## src/hdl/cfd_pkg.sv

```systemverilog
// ============================================================================
// cfd_pkg
// Shared types, constants and the crc16 byte update for the control-frame
// deframer.
// ============================================================================
package cfd_pkg;

    localparam int BYTE_W      = 8;
    localparam int VALUE_W     = 16;
    localparam int STATUS_W    = 2;
    localparam int CFG_INDEX_W = 8;
    localparam int COUNT_W     = 4;

    // frame layout
    localparam logic [BYTE_W-1:0]  HDR0_BYTE   = 8'h5A;
    localparam logic [BYTE_W-1:0]  HDR1_BYTE   = 8'hA5;
    localparam logic [BYTE_W-1:0]  TYPE_CTRL   = 8'h01;
    localparam logic [BYTE_W-1:0]  LEN_CTRL    = 8'h04;
    localparam logic [COUNT_W-1:0] FRAME_BYTES = 4'd10;
    localparam logic [COUNT_W-1:0] COUNT_MAX   = 4'd15;

    // modbus crc16
    localparam logic [VALUE_W-1:0] CRC_POLY = 16'hA001;
    localparam logic [VALUE_W-1:0] CRC_INIT = 16'hFFFF;

    // limit register indexes
    localparam logic [CFG_INDEX_W-1:0] CFG_PWM_LOW  = 8'd0;
    localparam logic [CFG_INDEX_W-1:0] CFG_PWM_HIGH = 8'd1;
    localparam logic [CFG_INDEX_W-1:0] CFG_CUR_LOW  = 8'd2;
    localparam logic [CFG_INDEX_W-1:0] CFG_CUR_HIGH = 8'd3;

    // limit reset values
    localparam logic signed [VALUE_W-1:0] PWM_LOW_RESET  = -16'sd10000;
    localparam logic signed [VALUE_W-1:0] PWM_HIGH_RESET = 16'sd10000;
    localparam logic signed [VALUE_W-1:0] CUR_LOW_RESET  = -16'sd2000;
    localparam logic signed [VALUE_W-1:0] CUR_HIGH_RESET = 16'sd2000;

    typedef enum logic [STATUS_W-1:0] {
        STATUS_OK     = 2'd0,
        STATUS_FORMAT = 2'd1,
        STATUS_CRC    = 2'd2,
        STATUS_RANGE  = 2'd3
    } status_t;

    typedef struct packed {
        logic signed [VALUE_W-1:0] pwm_low;
        logic signed [VALUE_W-1:0] pwm_high;
        logic signed [VALUE_W-1:0] cur_low;
        logic signed [VALUE_W-1:0] cur_high;
    } limits_t;

    typedef struct packed {
        status_t                   status;
        logic signed [VALUE_W-1:0] pwm_value;
        logic signed [VALUE_W-1:0] current_value;
    } result_t;

    // one byte of the reflected crc, bit by bit
    function automatic logic [VALUE_W-1:0] crc16_byte(input logic [VALUE_W-1:0] crc,
                                                      input logic [BYTE_W-1:0]  b);
        logic [VALUE_W-1:0] c;
        c = crc ^ {{(VALUE_W-BYTE_W){1'b0}}, b};
        for (int k = 0; k < BYTE_W; k++)
        begin
            c = c[0] ? ((c >> 1) ^ CRC_POLY) : (c >> 1);
        end
        return c;
    endfunction

endpackage

```

## src/hdl/cfd_byte_if.sv

```systemverilog
// ============================================================================
// cfd_byte_if
// Received byte channel: one frame byte and its end-of-frame flag.
// ============================================================================
interface cfd_byte_if import cfd_pkg::*; ();
    logic              valid;
    logic              ready;
    logic [BYTE_W-1:0] rx_byte;
    logic              frame_end;

    modport source (output valid, rx_byte, frame_end, input ready);
    modport sink (input valid, rx_byte, frame_end, output ready);
endinterface

```

## src/hdl/cfd_result_if.sv

```systemverilog
// ============================================================================
// cfd_result_if
// Result channel: frame status and the parsed command values.
// ============================================================================
interface cfd_result_if import cfd_pkg::*; ();
    logic                      valid;
    logic                      ready;
    logic [STATUS_W-1:0]       status;
    logic signed [VALUE_W-1:0] pwm_value;
    logic signed [VALUE_W-1:0] current_value;

    modport source (output valid, status, pwm_value, current_value, input ready);
    modport sink (input valid, status, pwm_value, current_value, output ready);
endinterface

```

## src/hdl/cfd_cfg_if.sv

```systemverilog
// ============================================================================
// cfd_cfg_if
// Configuration write channel: register index and write data.
// ============================================================================
interface cfd_cfg_if import cfd_pkg::*; ();
    logic                   valid;
    logic                   ready;
    logic [CFG_INDEX_W-1:0] reg_index;
    logic [VALUE_W-1:0]     wdata;

    modport source (output valid, reg_index, wdata, input ready);
    modport sink (input valid, reg_index, wdata, output ready);
endinterface

```

## src/hdl/cfd_cfg_regs.sv

```systemverilog
// ============================================================================
// cfd_cfg_regs
// Limit registers for the pwm and current range check.
// ============================================================================
module cfd_cfg_regs import cfd_pkg::*;
(
    input  logic        clk,
    input  logic        rst_n,
    cfd_cfg_if.sink     cfg,
    output limits_t     limits
);

    limits_t limits_reg;
    logic    wr_en;

    assign cfg.ready = 1'b1;
    assign wr_en     = cfg.valid && cfg.ready;
    assign limits    = limits_reg;

    always_ff @(posedge clk or negedge rst_n)
    begin
        if (!rst_n)
        begin
            limits_reg.pwm_low  <= PWM_LOW_RESET;
            limits_reg.pwm_high <= PWM_HIGH_RESET;
            limits_reg.cur_low  <= CUR_LOW_RESET;
            limits_reg.cur_high <= CUR_HIGH_RESET;
        end
        else if (wr_en)
        begin
            // unknown indexes are dropped
            unique case (cfg.reg_index)
                CFG_PWM_LOW:  limits_reg.pwm_low  <= cfg.wdata;
                CFG_PWM_HIGH: limits_reg.pwm_high <= cfg.wdata;
                CFG_CUR_LOW:  limits_reg.cur_low  <= cfg.wdata;
                CFG_CUR_HIGH: limits_reg.cur_high <= cfg.wdata;
                default:      limits_reg <= limits_reg;
            endcase
        end
    end

    a_pwm_low_write: assert property (@(posedge clk) disable iff (!rst_n)
        cfg.valid && cfg.ready && cfg.reg_index == CFG_PWM_LOW
        |=> limits_reg.pwm_low == $past(cfg.wdata))
        else $error("pwm low limit not written");

endmodule

```

## src/hdl/cfd_frame_parser.sv

```systemverilog
// ============================================================================
// cfd_frame_parser
// Per-frame state (byte count, crc, format flag, value shifters) and the
// status check made on the final byte.
// ============================================================================
module cfd_frame_parser import cfd_pkg::*;
(
    input  logic              clk,
    input  logic              rst_n,
    input  logic              step,
    input  logic [BYTE_W-1:0] rx_byte,
    input  logic              frame_end,
    input  limits_t           limits,
    output result_t           result
);

    localparam logic [COUNT_W-1:0] POS_HDR0   = 4'd0;
    localparam logic [COUNT_W-1:0] POS_HDR1   = 4'd1;
    localparam logic [COUNT_W-1:0] POS_TYPE   = 4'd2;
    localparam logic [COUNT_W-1:0] POS_LEN    = 4'd3;
    localparam logic [COUNT_W-1:0] POS_PWM_L  = 4'd4;
    localparam logic [COUNT_W-1:0] POS_PWM_H  = 4'd5;
    localparam logic [COUNT_W-1:0] POS_CUR_L  = 4'd6;
    localparam logic [COUNT_W-1:0] POS_CUR_H  = 4'd7;
    localparam logic [COUNT_W-1:0] POS_CRC_L  = 4'd8;
    localparam logic [COUNT_W-1:0] CRC_BYTES  = 4'd8;

    logic [COUNT_W-1:0] byte_count_reg, byte_count_next;
    logic [VALUE_W-1:0] crc_accum_reg, crc_accum_next;
    logic               format_bad_reg, format_bad_next;
    logic [VALUE_W-1:0] pwm_shift_reg, pwm_shift_next;
    logic [VALUE_W-1:0] current_shift_reg, current_shift_next;
    logic [BYTE_W-1:0]  crc_low_byte_reg, crc_low_byte_next;

    logic               length_ok;
    logic               crc_ok;
    logic               pwm_ok;
    logic               cur_ok;
    status_t            status;

    // byte position decode
    always_comb
    begin
        crc_accum_next     = crc_accum_reg;
        format_bad_next    = format_bad_reg;
        pwm_shift_next     = pwm_shift_reg;
        current_shift_next = current_shift_reg;
        crc_low_byte_next  = crc_low_byte_reg;
        if (byte_count_reg < CRC_BYTES)
        begin
            crc_accum_next = crc16_byte(crc_accum_reg, rx_byte);
        end
        unique case (byte_count_reg)
            POS_HDR0:  format_bad_next = format_bad_reg || (rx_byte != HDR0_BYTE);
            POS_HDR1:  format_bad_next = format_bad_reg || (rx_byte != HDR1_BYTE);
            POS_TYPE:  format_bad_next = format_bad_reg || (rx_byte != TYPE_CTRL);
            POS_LEN:   format_bad_next = format_bad_reg || (rx_byte != LEN_CTRL);
            POS_PWM_L,
            POS_PWM_H: pwm_shift_next = {rx_byte, pwm_shift_reg[VALUE_W-1:BYTE_W]};
            POS_CUR_L,
            POS_CUR_H: current_shift_next = {rx_byte, current_shift_reg[VALUE_W-1:BYTE_W]};
            POS_CRC_L: crc_low_byte_next = rx_byte;
            default:   crc_low_byte_next = crc_low_byte_reg;
        endcase
        byte_count_next = (byte_count_reg == COUNT_MAX) ? COUNT_MAX
                                                        : byte_count_reg + 4'd1;
    end

    // checks on the final byte
    assign length_ok = (byte_count_next == FRAME_BYTES) && !format_bad_next;
    assign crc_ok    = ({rx_byte, crc_low_byte_next} == crc_accum_next);
    assign pwm_ok    = ($signed(pwm_shift_next) >= limits.pwm_low)
                    && ($signed(pwm_shift_next) <= limits.pwm_high);
    assign cur_ok    = ($signed(current_shift_next) >= limits.cur_low)
                    && ($signed(current_shift_next) <= limits.cur_high);

    always_comb
    begin
        priority if (!length_ok)
            status = STATUS_FORMAT;
        else if (!crc_ok)
            status = STATUS_CRC;
        else if (!pwm_ok || !cur_ok)
            status = STATUS_RANGE;
        else
            status = STATUS_OK;
    end

    assign result.status        = status;
    assign result.pwm_value     = (status == STATUS_OK) ? pwm_shift_next : '0;
    assign result.current_value = (status == STATUS_OK) ? current_shift_next : '0;

    always_ff @(posedge clk or negedge rst_n)
    begin
        if (!rst_n)
        begin
            byte_count_reg    <= '0;
            crc_accum_reg     <= CRC_INIT;
            format_bad_reg    <= 1'b0;
            pwm_shift_reg     <= '0;
            current_shift_reg <= '0;
            crc_low_byte_reg  <= '0;
        end
        else if (step)
        begin
            if (frame_end)
            begin
                byte_count_reg    <= '0;
                crc_accum_reg     <= CRC_INIT;
                format_bad_reg    <= 1'b0;
                pwm_shift_reg     <= '0;
                current_shift_reg <= '0;
                crc_low_byte_reg  <= '0;
            end
            else
            begin
                byte_count_reg    <= byte_count_next;
                crc_accum_reg     <= crc_accum_next;
                format_bad_reg    <= format_bad_next;
                pwm_shift_reg     <= pwm_shift_next;
                current_shift_reg <= current_shift_next;
                crc_low_byte_reg  <= crc_low_byte_next;
            end
        end
    end

    a_frame_clears: assert property (@(posedge clk) disable iff (!rst_n)
        step && frame_end |=> byte_count_reg == '0 && crc_accum_reg == CRC_INIT)
        else $error("frame state not cleared after final byte");

    a_ok_in_range: assert property (@(posedge clk) disable iff (!rst_n)
        result.status == STATUS_OK
        |-> result.pwm_value >= limits.pwm_low && result.pwm_value <= limits.pwm_high
            && result.current_value >= limits.cur_low
            && result.current_value <= limits.cur_high)
        else $error("ok status with value outside limits");

    a_fail_zeroes: assert property (@(posedge clk) disable iff (!rst_n)
        result.status != STATUS_OK |-> result.pwm_value == '0 && result.current_value == '0)
        else $error("failed frame carries nonzero values");

endmodule

```

## src/hdl/control_frame_deframer_core.sv

```systemverilog
// ============================================================================
// control_frame_deframer_core
// Control-frame deframer: checks header, length, modbus crc16 and command
// limits of 10-byte frames and reports one result per frame.
// ============================================================================
//
//  channel     dir  handshake      payload
//  ----------  ---  -------------  ---------------------------------------
//  byte_in     in   valid / ready  rx_byte[7:0], frame_end
//  result_out  out  valid / ready  status[1:0], pwm_value, current_value
//  cfg         in   valid / ready  reg_index[7:0], wdata[15:0]
//
//  one byte per cycle while byte_in is not stalled; each byte is held in the input
//  register and is folded into the frame state when it steps
//  a final byte that steps loads its result into the output register
//  byte_in stalls only when a final byte waits on a result not yet taken
//  cfg is always ready; limits apply to the next final byte checked
//  reset (rst_n low, asynchronous) empties both registers and clears frame state
//
module control_frame_deframer_core import cfd_pkg::*;
(
    input  logic         clk,
    input  logic         rst_n,
    cfd_byte_if.sink     byte_in,
    cfd_result_if.source result_out,
    cfd_cfg_if.sink      cfg
);

    // input register
    logic              in_valid_reg;
    logic [BYTE_W-1:0] in_byte_reg;
    logic              in_end_reg;

    // output register
    logic              out_valid_reg, out_valid_next;
    result_t           out_data_reg;

    limits_t           limits;
    result_t           result;

    logic              out_stall;
    logic              step;
    logic              in_xfer;

    // an output register that holds an untaken result blocks only a final byte
    assign out_stall     = out_valid_reg && !result_out.ready;
    assign step          = in_valid_reg && !(in_end_reg && out_stall);
    assign byte_in.ready = !in_valid_reg || step;
    assign in_xfer       = byte_in.valid && byte_in.ready;

    cfd_cfg_regs u_cfg_regs
    (
        .clk    (clk),
        .rst_n  (rst_n),
        .cfg    (cfg),
        .limits (limits)
    );

    cfd_frame_parser u_frame_parser
    (
        .clk       (clk),
        .rst_n     (rst_n),
        .step      (step),
        .rx_byte   (in_byte_reg),
        .frame_end (in_end_reg),
        .limits    (limits),
        .result    (result)
    );

    // input register control
    always_ff @(posedge clk or negedge rst_n)
    begin
        if (!rst_n)
        begin
            in_valid_reg <= 1'b0;
        end
        else if (byte_in.ready)
        begin
            in_valid_reg <= byte_in.valid;
        end
    end

    // input register payload
    always_ff @(posedge clk)
    begin
        if (in_xfer)
        begin
            in_byte_reg <= byte_in.rx_byte;
            in_end_reg  <= byte_in.frame_end;
        end
    end

    // a result is loaded when the final byte steps, and held until transfer
    always_comb
    begin
        out_valid_next = out_valid_reg;
        if (step && in_end_reg)
            out_valid_next = 1'b1;
        else if (result_out.ready)
            out_valid_next = 1'b0;
    end

    always_ff @(posedge clk or negedge rst_n)
    begin
        if (!rst_n)
        begin
            out_valid_reg <= 1'b0;
        end
        else
        begin
            out_valid_reg <= out_valid_next;
        end
    end

    always_ff @(posedge clk)
    begin
        if (step && in_end_reg)
        begin
            out_data_reg <= result;
        end
    end

    assign result_out.valid         = out_valid_reg;
    assign result_out.status        = out_data_reg.status;
    assign result_out.pwm_value     = out_data_reg.pwm_value;
    assign result_out.current_value = out_data_reg.current_value;

    a_final_gives_result: assert property (@(posedge clk) disable iff (!rst_n)
        step && in_end_reg |=> out_valid_reg)
        else $error("final byte stepped without a result");

    a_no_overwrite: assert property (@(posedge clk) disable iff (!rst_n)
        out_stall |=> out_valid_reg && $stable(out_data_reg))
        else $error("pending result overwritten or dropped");

endmodule
```

## src/flat_wrapper.sv

```systemverilog
// flat-port wrapper written by rule: the top's interface ports become plain ports
module control_frame_deframer_core_flat import cfd_pkg::*;
  (clk, rst_n, byte_in_valid, byte_in_rx_byte, byte_in_frame_end, byte_in_ready, result_out_valid, result_out_status, result_out_pwm_value, result_out_current_value, result_out_ready, cfg_valid, cfg_reg_index, cfg_wdata, cfg_ready);
  cfd_byte_if byte_in_i ();
  cfd_result_if result_out_i ();
  cfd_cfg_if cfg_i ();
  input  logic clk;
  input  logic rst_n;
  input wire logic [$bits(byte_in_i.valid)-1:0] byte_in_valid;
  input wire logic [$bits(byte_in_i.rx_byte)-1:0] byte_in_rx_byte;
  input wire logic [$bits(byte_in_i.frame_end)-1:0] byte_in_frame_end;
  output wire logic [$bits(byte_in_i.ready)-1:0] byte_in_ready;
  output wire logic [$bits(result_out_i.valid)-1:0] result_out_valid;
  output wire logic [$bits(result_out_i.status)-1:0] result_out_status;
  output wire logic [$bits(result_out_i.pwm_value)-1:0] result_out_pwm_value;
  output wire logic [$bits(result_out_i.current_value)-1:0] result_out_current_value;
  input wire logic [$bits(result_out_i.ready)-1:0] result_out_ready;
  input wire logic [$bits(cfg_i.valid)-1:0] cfg_valid;
  input wire logic [$bits(cfg_i.reg_index)-1:0] cfg_reg_index;
  input wire logic [$bits(cfg_i.wdata)-1:0] cfg_wdata;
  output wire logic [$bits(cfg_i.ready)-1:0] cfg_ready;
  assign byte_in_i.valid = byte_in_valid;
  assign byte_in_i.rx_byte = byte_in_rx_byte;
  assign byte_in_i.frame_end = byte_in_frame_end;
  assign byte_in_ready = byte_in_i.ready;
  assign result_out_valid = result_out_i.valid;
  assign result_out_status = result_out_i.status;
  assign result_out_pwm_value = result_out_i.pwm_value;
  assign result_out_current_value = result_out_i.current_value;
  assign result_out_i.ready = result_out_ready;
  assign cfg_i.valid = cfg_valid;
  assign cfg_i.reg_index = cfg_reg_index;
  assign cfg_i.wdata = cfg_wdata;
  assign cfg_ready = cfg_i.ready;
  control_frame_deframer_core u_core (.clk(clk), .rst_n(rst_n), .byte_in(byte_in_i), .result_out(result_out_i), .cfg(cfg_i));
endmodule
```

## config.mk

```make
export PLATFORM = sky130hd
export DESIGN_NAME = control_frame_deframer_core_flat
export DESIGN_NICKNAME = d
export VERILOG_FILES = /design/src/hdl/cfd_pkg.sv /design/src/hdl/cfd_byte_if.sv /design/src/hdl/cfd_result_if.sv /design/src/hdl/cfd_cfg_if.sv /design/src/hdl/cfd_cfg_regs.sv /design/src/hdl/cfd_frame_parser.sv /design/src/hdl/control_frame_deframer_core.sv /design/src/flat_wrapper.sv
export SDC_FILE = /design/constraint.sdc
export NUM_CORES = 1
export LEC_CHECK = 0
export BUFFER_PORTS_ARGS = -buffer_cell sky130_fd_sc_hd__buf_2
export CAP_MARGIN = 5
export CORE_MARGIN = 10
export CORE_UTILIZATION = 55
export DETAILED_ROUTE_END_ITERATION = 16
export GPL_ROUTABILITY_DRIVEN = 0
export PLACE_DENSITY_LB_ADDON = 0.15
export SYNTH_ARGS = -nofsm -noshare
export SYNTH_HDL_FRONTEND = slang
export SYNTH_SLANG_ARGS = --single-unit
```

## constraint.sdc

```tcl
create_clock -name clk -period 4.6 [get_ports clk]
set_input_delay 0.23 -clock clk [delete_from_list [all_inputs] [get_ports clk]]
set_output_delay 0.23 -clock clk [all_outputs]
set_load 0.005 [all_outputs]
```

After elaboration in Yosys (flattened, before gate mapping)
Index checks and enable logic that the tools add are counted.
{"block": "op_classes", "addsub": 1, "order_cmp": 5, "n_eq_ne": 18, "n_mux": 25, "n_bitwise": 9, "n_reduce_logical": 30}
{"operator": "$mux W16", "count": 14}
{"operator": "$ge A16 B16 Y1", "count": 2}
{"operator": "$le A16 B16 Y1", "count": 2}
{"operator": "$not A2 Y3", "count": 8}
{"operator": "$eq A16 B16 Y1", "count": 1}
{"operator": "$eq A4 B3 Y1 const B", "count": 4}
{"operator": "$eq A8 B2 Y1 const B", "count": 2}
{"operator": "$mux W8", "count": 2}
{"operator": "$xor A16 B8 Y16", "count": 1}
{"operator": "$eq A4 B4 Y1 const B", "count": 3}
{"operator": "$eq A4 B2 Y1 const B", "count": 2}
{"operator": "$eq A8 B1 Y1 const B", "count": 1}
{"operator": "$logic_and A1 B1 Y1", "count": 8}
{"operator": "$logic_not A8 Y1", "count": 1}
{"operator": "$mux W4", "count": 2}
{"operator": "$ne A8 B1 Y1 const B", "count": 1}
{"operator": "$ne A8 B3 Y1 const B", "count": 1}
{"operator": "$ne A8 B7 Y1 const B", "count": 1}
{"operator": "$ne A8 B8 Y1 const B", "count": 1}
{"operator": "$reduce_and A2 Y1", "count": 4}
{"operator": "$logic_not A1 Y1", "count": 6}
{"operator": "$logic_or A1 B1 Y1", "count": 6}
{"operator": "$mux W2", "count": 3}
{"operator": "$add A4 B1 Y4 const B", "count": 1}
{"operator": "other kinds (8)", "count": 11}
{"block": "totals", "regBits": 170, "inputBits": 38, "out_inout_bits": 37, "wordCells": 105}

Logic depth before layout (Yosys ltp)
Gate-level depths: netlist of the first run.
{"block": "depth", "ltp_word": 22, "depth_mapped": 17, "depth_no_buf": 13}

Cells and area by module
Synthesis of the first run repeated with hierarchy kept, for this count alone.
{"block": "unflattened", "cells_unflattened": 847, "hier_area_um2": 9818.2}
{"mod": "cfd_frame_parser", "n_inst": 1, "cells_per_inst": 652, "area_per_inst_um2": 5886.9, "seq_area_each_um2": 1546.5}
{"mod": "cfd_cfg_regs", "n_inst": 1, "cells_per_inst": 142, "area_per_inst_um2": 2518.7, "seq_area_each_um2": 1634.1}
{"mod": "control_frame_deframer_core", "n_inst": 1, "cells_per_inst": 53, "area_per_inst_um2": 1412.6, "seq_area_each_um2": 1341.3}

Worst setup path after synthesis of the first run
No wires, ideal clock.
{"block": "synth_timing", "path_type": "register -> register", "start": "register u_core.u_frame_parser.byte_count_reg[3]", "end": "register u_core.out_data_reg, in the netlist u_core.result_out.current_value[6], data pin", "setup_time_ns": 0.169, "arrival_ns": 4.588, "required_time_ns": 4.431, "slack_ns": -0.157, "path_stages_with_launch": 18, "path_buffers": 5, "period_less_slack_ns": 4.757, "path_cell_list": "dfrtp_1 > buf_2 > inv_2 > clkbuf_1 > nand2_1 > nor2_1 > clkbuf_1 > mux2_2 > ha_1 > nand4_1 > or3_1 > a211oi_1 > a311oi_1 > and4b_1 > or4_1 > buf_1 > clkbuf_1 > nor4_4"}
{"block": "synth_between", "elab_chain_len": 11, "elab_cells_between_ends": 37, "classes_between": "add/sub (1); order compare (5); eq/ne (11); mux (9); reduce/logical (11)"}
{"element": "from (decl)", "line_no": "cfd_frame_parser.sv:28", "rtl": "logic [COUNT_W-1:0] byte_count_reg, byte_count_next;"}
{"element": "from (signal assigned)", "line_no": "cfd_frame_parser.sv:117", "rtl": "byte_count_reg <= byte_count_next;"}
{"element": "$eq A4 B3 Y1", "line_no": "cfd_frame_parser.sv:53", "rtl": "unique case (byte_count_reg)"}
{"element": "$reduce_or A2 Y1 *", "line_no": "cfd_frame_parser.sv:53"}
{"element": "$mux W16 *", "line_no": "cfd_frame_parser.sv:53"}
{"element": "named net u_core.u_frame_parser.pwm_shift_next[15]", "line_no": "cfd_frame_parser.sv:31", "rtl": "logic [VALUE_W-1:0] pwm_shift_reg, pwm_shift_next;"}
{"element": "$ge A16 B16 Y1 / $le A16 B16 Y1 (equally long branches)", "line_no": "cfd_frame_parser.sv:72, cfd_frame_parser.sv:73"}
{"element": "$logic_and A1 B1 Y1 *", "line_no": "cfd_frame_parser.sv:73", "rtl": "&& ($signed(pwm_shift_next) <= limits.pwm_high);"}
{"element": "$logic_not A1 Y1 *", "line_no": "cfd_frame_parser.sv:83", "rtl": "else if (!pwm_ok || !cur_ok)"}
{"element": "$logic_or A1 B1 Y1 *", "line_no": "cfd_frame_parser.sv:83"}
{"element": "$mux W2 *", "line_no": "cfd_frame_parser.sv:83"}
{"element": "$mux W2 *", "line_no": "cfd_frame_parser.sv:81", "rtl": "else if (!crc_ok)"}
{"element": "$mux W2 *", "line_no": "cfd_frame_parser.sv:79", "rtl": "priority if (!length_ok)"}
{"element": "$logic_not A2 Y1 *", "line_no": "cfd_frame_parser.sv:91", "rtl": "assign result.current_value = (status == STATUS_OK) ? current_shift_next : '0;"}
{"element": "to (signal assigned)", "line_no": "control_frame_deframer_core.sv:119", "rtl": "out_data_reg <= result;"}
{"element": "to (decl)", "line_no": "control_frame_deframer_core.sv:36", "rtl": "result_t out_data_reg;"}
Mark *: on every way through the listed nets, which the timed path passes. The rest lies on a longest branch.
A chain may end at the register's enable or synchronous reset.

==> impl_metrics.json, run 1 <==
{
  "layout-area-overhead-vs-synth_pct": 13.6,
  "cp_top_family": "simple AND/OR/NAND/NOR gates",
  "synthTopCellsByArea": "dfrtp_1, edfxtp_1, dfstp_2",
  "ys.flop_type": "dfrtp_1",
  "synth-seq-area-share": 0.453,
  "crit_chain": "inv_1, ha_1, nor2_1, nor2_2, buf_12, mux2_2, ha_1, nand4_1, or3_1, a211oi_1, a311oi_1, and4b_1, or4_4, buf_12, o31a_1",
  "avgViaCountPerCell": 6.02,
  "p_per_area_nw_per_um2": 415,
  "outcome": "complete, no violations",
  "fmax_mhz": 234,
  "cts_buffers": 17,
  "slew_headroom": 0.311,
  "finalSetupViolCount": 0,
  "fp.dieW_um": 155,
  "p_seq_frac": 0.397,
  "grt_usage": 0.216,
  "hpwl_um": 18200,
  "grt_pass1_wl_um": 41200,
  "drive_gt1_frac": 0.305,
  "regArea_um2": 4520,
  "port_buffers": 73,
  "slew_violations": 0,
  "static-leakage-power_uw": 0.00492,
  "io_pins": 75,
  "ir_worst_vdd_uv": 305,
  "end_kind": "register",
  "clockBufferDepth": 2,
  "min-delay-path-class": "input port to register",
  "async_reset_ff_frac": 0.747,
  "ys_seq_elements": 170,
  "min_period_over_period": 0.929,
  "post-synth-top-count-cell": "dfrtp_1",
  "largest_reg_flops": 64,
  "clk_latency_ns": 0.44,
  "syn_nets": 1008,
  "arrival_ns": 4.46,
  "skew_ns": 0.0101,
  "cp.depth": 15,
  "worst_slew_pin_slew_ns": 1.03,
  "crit_required_ns": 4.79,
  "clk_pin_slew_ns": 0.07,
  "antenna_found_initial": 0,
  "power_switching_uw": 1590,
  "cpPeakStageDelay_ns": 0.57,
  "synth_enable_flop_cells": 43,
  "p_sw_frac": 0.339,
  "dieArea_um2": 24000,
  "cts_tree": "built",
  "r2r_slack_ns": 0.33,
  "die_h_um": 155,
  "wire_per_inst_um": 21.0,
  "clkPwrFrac": 0.290,
  "reg2reg_depth": 15,
  "core_area_um2": 17900,
  "yosysTopAreaCellShare": 0.213,
  "rsz0062_at_grt": "no",
  "fillers": 1413,
  "grt_pass1_vias": 7276,
  "numClockSinks": 170,
  "drc": 0,
  "criticalPathCategory": "register to register",
  "finalHoldViolations": 0,
  "pre_cts_ws_ns": -0.0820,
  "drt_iter0_drc": 784,
  "grt-ovfl-total": 0,
  "multiInputGateArea_um2": 4950,
  "finalWirelength_um": 25600,
  "start_kind": "register",
  "ant_nets": 0,
  "synth_top_area_cell": "dfrtp_1",
  "vias": 7342,
  "syn_area_um2": 9990,
  "internal_power_uw": 3110,
  "fin_util": 0.634,
  "start_util": 0.558,
  "ys_types": 71,
  "synthCells": 901,
  "pwr-share-comb": 0.313,
  "grt_max_degree": 78,
  "synth_warnings": 0,
  "avgSynthCellArea_um2": 11.1,
  "fin_ws_ns": 0.327,
  "diodes": 0,
  "min_path_cells": 3,
  "max-cap-violations": 0,
  "critPathSlowestCell": "or4_4",
  "htreeDepth": 4,
  "synth_common_cells": "dfrtp_1, mux2_2, inv_1, nand2_1, ha_1",
  "total_power_uw": 4710,
  "period_minus_slack_ns": 4.27,
  "num_rows": 49,
  "firstDrtPassIters": 5,
  "crit_fanout": 17,
  "num-nets-final": 1084,
  "critPathBufInv": 3,
  "cts_root_buffer": "clkbuf_16"
}
## tightest hold or removal path, stage by stage
cell,delay (ns)
buf_2,0.13
nand2_1,0.05
o21ai_0,0.07
## cells by family after synthesis
group           Yosys count  share of synthesized area
compound gates          188                      0.131
xor+xnor                 33                     0.0396
fa+ha+maj                69                     0.0864
buf+inv                 131                     0.0589
flops                   170                      0.453
mux                      94                      0.104
other cells               1                   0.000375
simple gates            215                      0.126
## power groups by stage
stage | Combinational (µW) | Sequential (µW) | Clock (µW)
3_3_place_gp | 1350 | 1890 | 0
6_report | 1470 | 1870 | 1370
4_1_cts | 1390 | 1870 | 1390
3_5_place_dp | 1360 | 1890 | 0
5_1_grt | 1600 | 1890 | 1450
2_1_floorplan | 1020 | 1840 | 0
## through the flow
step                std cells  area [µm²]  setup TNS [ns]  hold WS (ns)
floorplan                 901       10000               0       -0.0656
global placement         1174       10600         -0.0785         0.408
detailed placement       1174       10600          -0.267         0.408
CTS                      1218       11300               0        0.0365
global route             1219       11300               0        0.0733
finish                   1219       11300               0        0.0438
## final cells by class
| class | instances | share of cell area |
|---|---|---|
| Clock inverter | 14 | 0.0109 |
| Tap cell | 229 | 0.0252 |
| Timing Repair Buffer | 110 | 0.0655 |
| Clock buffer | 18 | 0.0378 |
| Inverter | 78 | 0.0258 |
| Sequential cell | 170 | 0.398 |
| Multi-Input combinational cell | 600 | 0.436 |
## path summary, 6_finish.rpt
check / from / end
min reg2reg: u_core.u_frame_parser.pwm_shift_reg[0] / u_core.u_frame_parser.pwm_shift_reg[0]
max: u_core.u_frame_parser.byte_count_reg[1] / u_core.result_out.status[1]
max reg2reg: u_core.u_frame_parser.byte_count_reg[1] / u_core.result_out.status[1]
min: cfg_wdata[15] / u_core.u_cfg_regs.limits[63]
min in group asynchronous: rst_n / u_core.u_frame_parser.crc_low_byte_reg[1]
max in group asynchronous: rst_n / u_core.u_cfg_regs.limits[0]
## cell usage in the layout (no fill, tap or decap), types with 40 or more instances in the layout
| cell type | count |
|---|---|
| dfrtp_1 | 85 |
| mux2_2 | 79 |
| inv_1 | 77 |
| nand2_1 | 76 |
| buf_2 | 72 |
| ha_1 | 68 |
| o21ai_0 | 45 |
| edfxtp_1 | 43 |
| dfstp_2 | 42 |
| nor2_1 | 40 |
## timing repair
action,4_1_cts,5_1_grt
pin swaps,0,1
gates resized for setup,1,4
buffers inserted,0,0
hold buffers,12,0
hold endpoints to repair,12,0
setup endpoints to repair,11,33
cloned,0,1
## per-layer routing
layer,global-route usage,up-vias,share of wire
met5,0,-,0
met1,0.316,3607,0.48
met3,0.0507,37,0.071
li1,-,3418,-
met2,0.306,280,0.43
met4,0.0720,0,0.020
Note: power is estimated with default switching activity, not from simulation.
==> inputs of run 2 (changes only) <==
Settings changed: CELL_PAD_IN_SITES_DETAIL_PLACEMENT set to 1, CELL_PAD_IN_SITES_GLOBAL_PLACEMENT set to 2, CORE_UTILIZATION 55 to 37, PLACE_DENSITY set to 0.74, PLACE_DENSITY_LB_ADDON 0.15 to unset.
==> impl_metrics.json, run 2 (same netlist as run 1, synthesis figures left out) <==
{
  "grt_max_degree": 45,
  "min-delay-path-class": "input port to register",
  "p_per_area_nw_per_um2": 413,
  "fp.dieW_um": 184,
  "period_minus_slack_ns": 4.39,
  "grt_usage": 0.178,
  "ant_nets": 0,
  "worst_slew_pin_slew_ns": 0.916,
  "num_rows": 60,
  "crit_fanout": 33,
  "drive_gt1_frac": 0.319,
  "finalWirelength_um": 29300,
  "antenna_found_initial": 0,
  "finalHoldViolations": 0,
  "firstDrtPassIters": 4,
  "cts_root_buffer": "clkbuf_16",
  "drc": 0,
  "finalInstanceArea_um2": 11600,
  "fin_ws_ns": 0.210,
  "clk_latency_ns": 0.45,
  "cts_setup_buffers": 0,
  "mostFrequentLayoutCells": "dfrtp_1, mux2_2, inv_1",
  "diodes": 0,
  "end_kind": "register",
  "avgViaCountPerCell": 5.41,
  "dpl-instance-area_um2": 10800,
  "numClockSinks": 170,
  "grt_pass1_vias": 7754,
  "vias": 7240,
  "slew_headroom": 0.386,
  "num-nets-final": 1092,
  "start_kind": "register",
  "pre_cts_ws_ns": 0.0698,
  "skew_ns": 0.0152,
  "regArea_um2": 4520,
  "ir_worst_vdd_uv": 289,
  "largest_reg_flops": 64,
  "layout-area-overhead-vs-synth_pct": 15.8,
  "wire_per_inst_um": 21.9,
  "core_area_um2": 26700,
  "finalSetupViolCount": 0,
  "fmax_mhz": 228,
  "crit_required_ns": 4.80,
  "start_util": 0.374,
  "criticalPathCategory": "register to register",
  "min_period_over_period": 0.954,
  "fillers": 2932,
  "cts_buffers": 17,
  "slew_violations": 0,
  "outcome": "complete, no violations",
  "hpwl_um": 21200,
  "dieArea_um2": 34000,
  "clk_pin_slew_ns": 0.07,
  "whs_ns": 0.0134,
  "cts_tree": "built",
  "grt_pass1_wl_um": 46200,
  "io_pins": 75,
  "max-cap-violations": 0,
  "rsz0062_at_grt": "no",
  "finalSetupTns_ns": 0,
  "die_h_um": 184,
  "htreeDepth": 4,
  "drt_iter0_drc": 440,
  "port_buffers": 73,
  "static-leakage-power_uw": 0.00497,
  "clockBufferDepth": 2,
  "multiInputGateArea_um2": 4990,
  "arrival_ns": 4.59,
  "final_common_cell": "dfrtp_1",
  "grt-ovfl-total": 0,
  "total_power_uw": 4780
}
-- run 2: cell types whose count changed in the layout (fill, tap and decap cells not counted), sizes merged --
cell         change
buf             +10
clkinvlp         -3
inv              +3
clkinv           -1
dlygate4sd3      -1
-- run 2: worst paths after layout --
| kind | start | endpoint | slack, ns | cells after the start |
|---|---|---|---|---|
| setup / recovery | u_core.u_frame_parser.byte_count_reg[1] | u_core.result_out.status[1] | 0.21 | 15 |
| hold / removal | result_out_ready | u_core.result_out.valid | 0.01 | 2 |
| setup reg to reg | u_core.u_frame_parser.byte_count_reg[1] | u_core.result_out.status[1] | 0.21 | 15 |
| hold reg to reg | u_core.u_frame_parser.pwm_shift_reg[0] | u_core.u_frame_parser.pwm_shift_reg[0] | 0.49 | 2 |
| max in group asynchronous | rst_n | u_core.u_frame_parser.byte_count_reg[0] | 3.21 | 3 |
| min in group asynchronous | rst_n | u_core.result_out.valid | 0.35 | 2 |
-- run 2: routing by layer --
metal,track usage,vias to the layer above,wire length [µm]
li1,-,3422,-
met1,0.228,3689,13400
met2,0.304,101,14600
met3,0.0268,28,899
met4,0.0475,0,413
met5,0,-,0
-- run 2: final cells by class --
cell class,count,share of cell area
sequential,170,0.391
clock buffer,19,0.0374
timing repair buffer,118,0.0666
tap,341,0.0369
clock inverter,13,0.0116
multi-input combinational,600,0.431
inverter,78,0.0253
-- run 2: worst max-delay path, cell delays in order (launching register included) --
cell      delay (ns)
dfrtp_1         0.42
inv_1           0.13
ha_2            0.22
nor2_1          0.08
nor2_2          0.16
buf_12          0.17
mux2_2          0.39
ha_1            0.35
nand4_1         0.13
or3_1           0.42
a211oi_2        0.19
a311oi_2        0.06
and4b_1         0.21
or4_2           0.68
buf_12          0.22
o31a_1          0.31
-- run 2: timing repair --
item                       CTS  global route
setup endpoints to repair    0            33
hold buffers                11             0
resized for setup            0            11
hold endpoints to repair    38             0
-- run 2: report_power, final --
group	internal [µW]	switching, µW	leakage, µW
logic	625	828	0.00271
registers	1730	145	0.00199
clock network	762	691	0.000273
total	3110	1660	0.00497
-- run 2: through the flow --
stage	instances	utilization
4_1_cts	1339	0.431
3_3_place_gp	1296	0.405
6_report	1339	0.433
2_1_floorplan	901	-
5_1_grt	1339	0.433
3_5_place_dp	1296	0.405
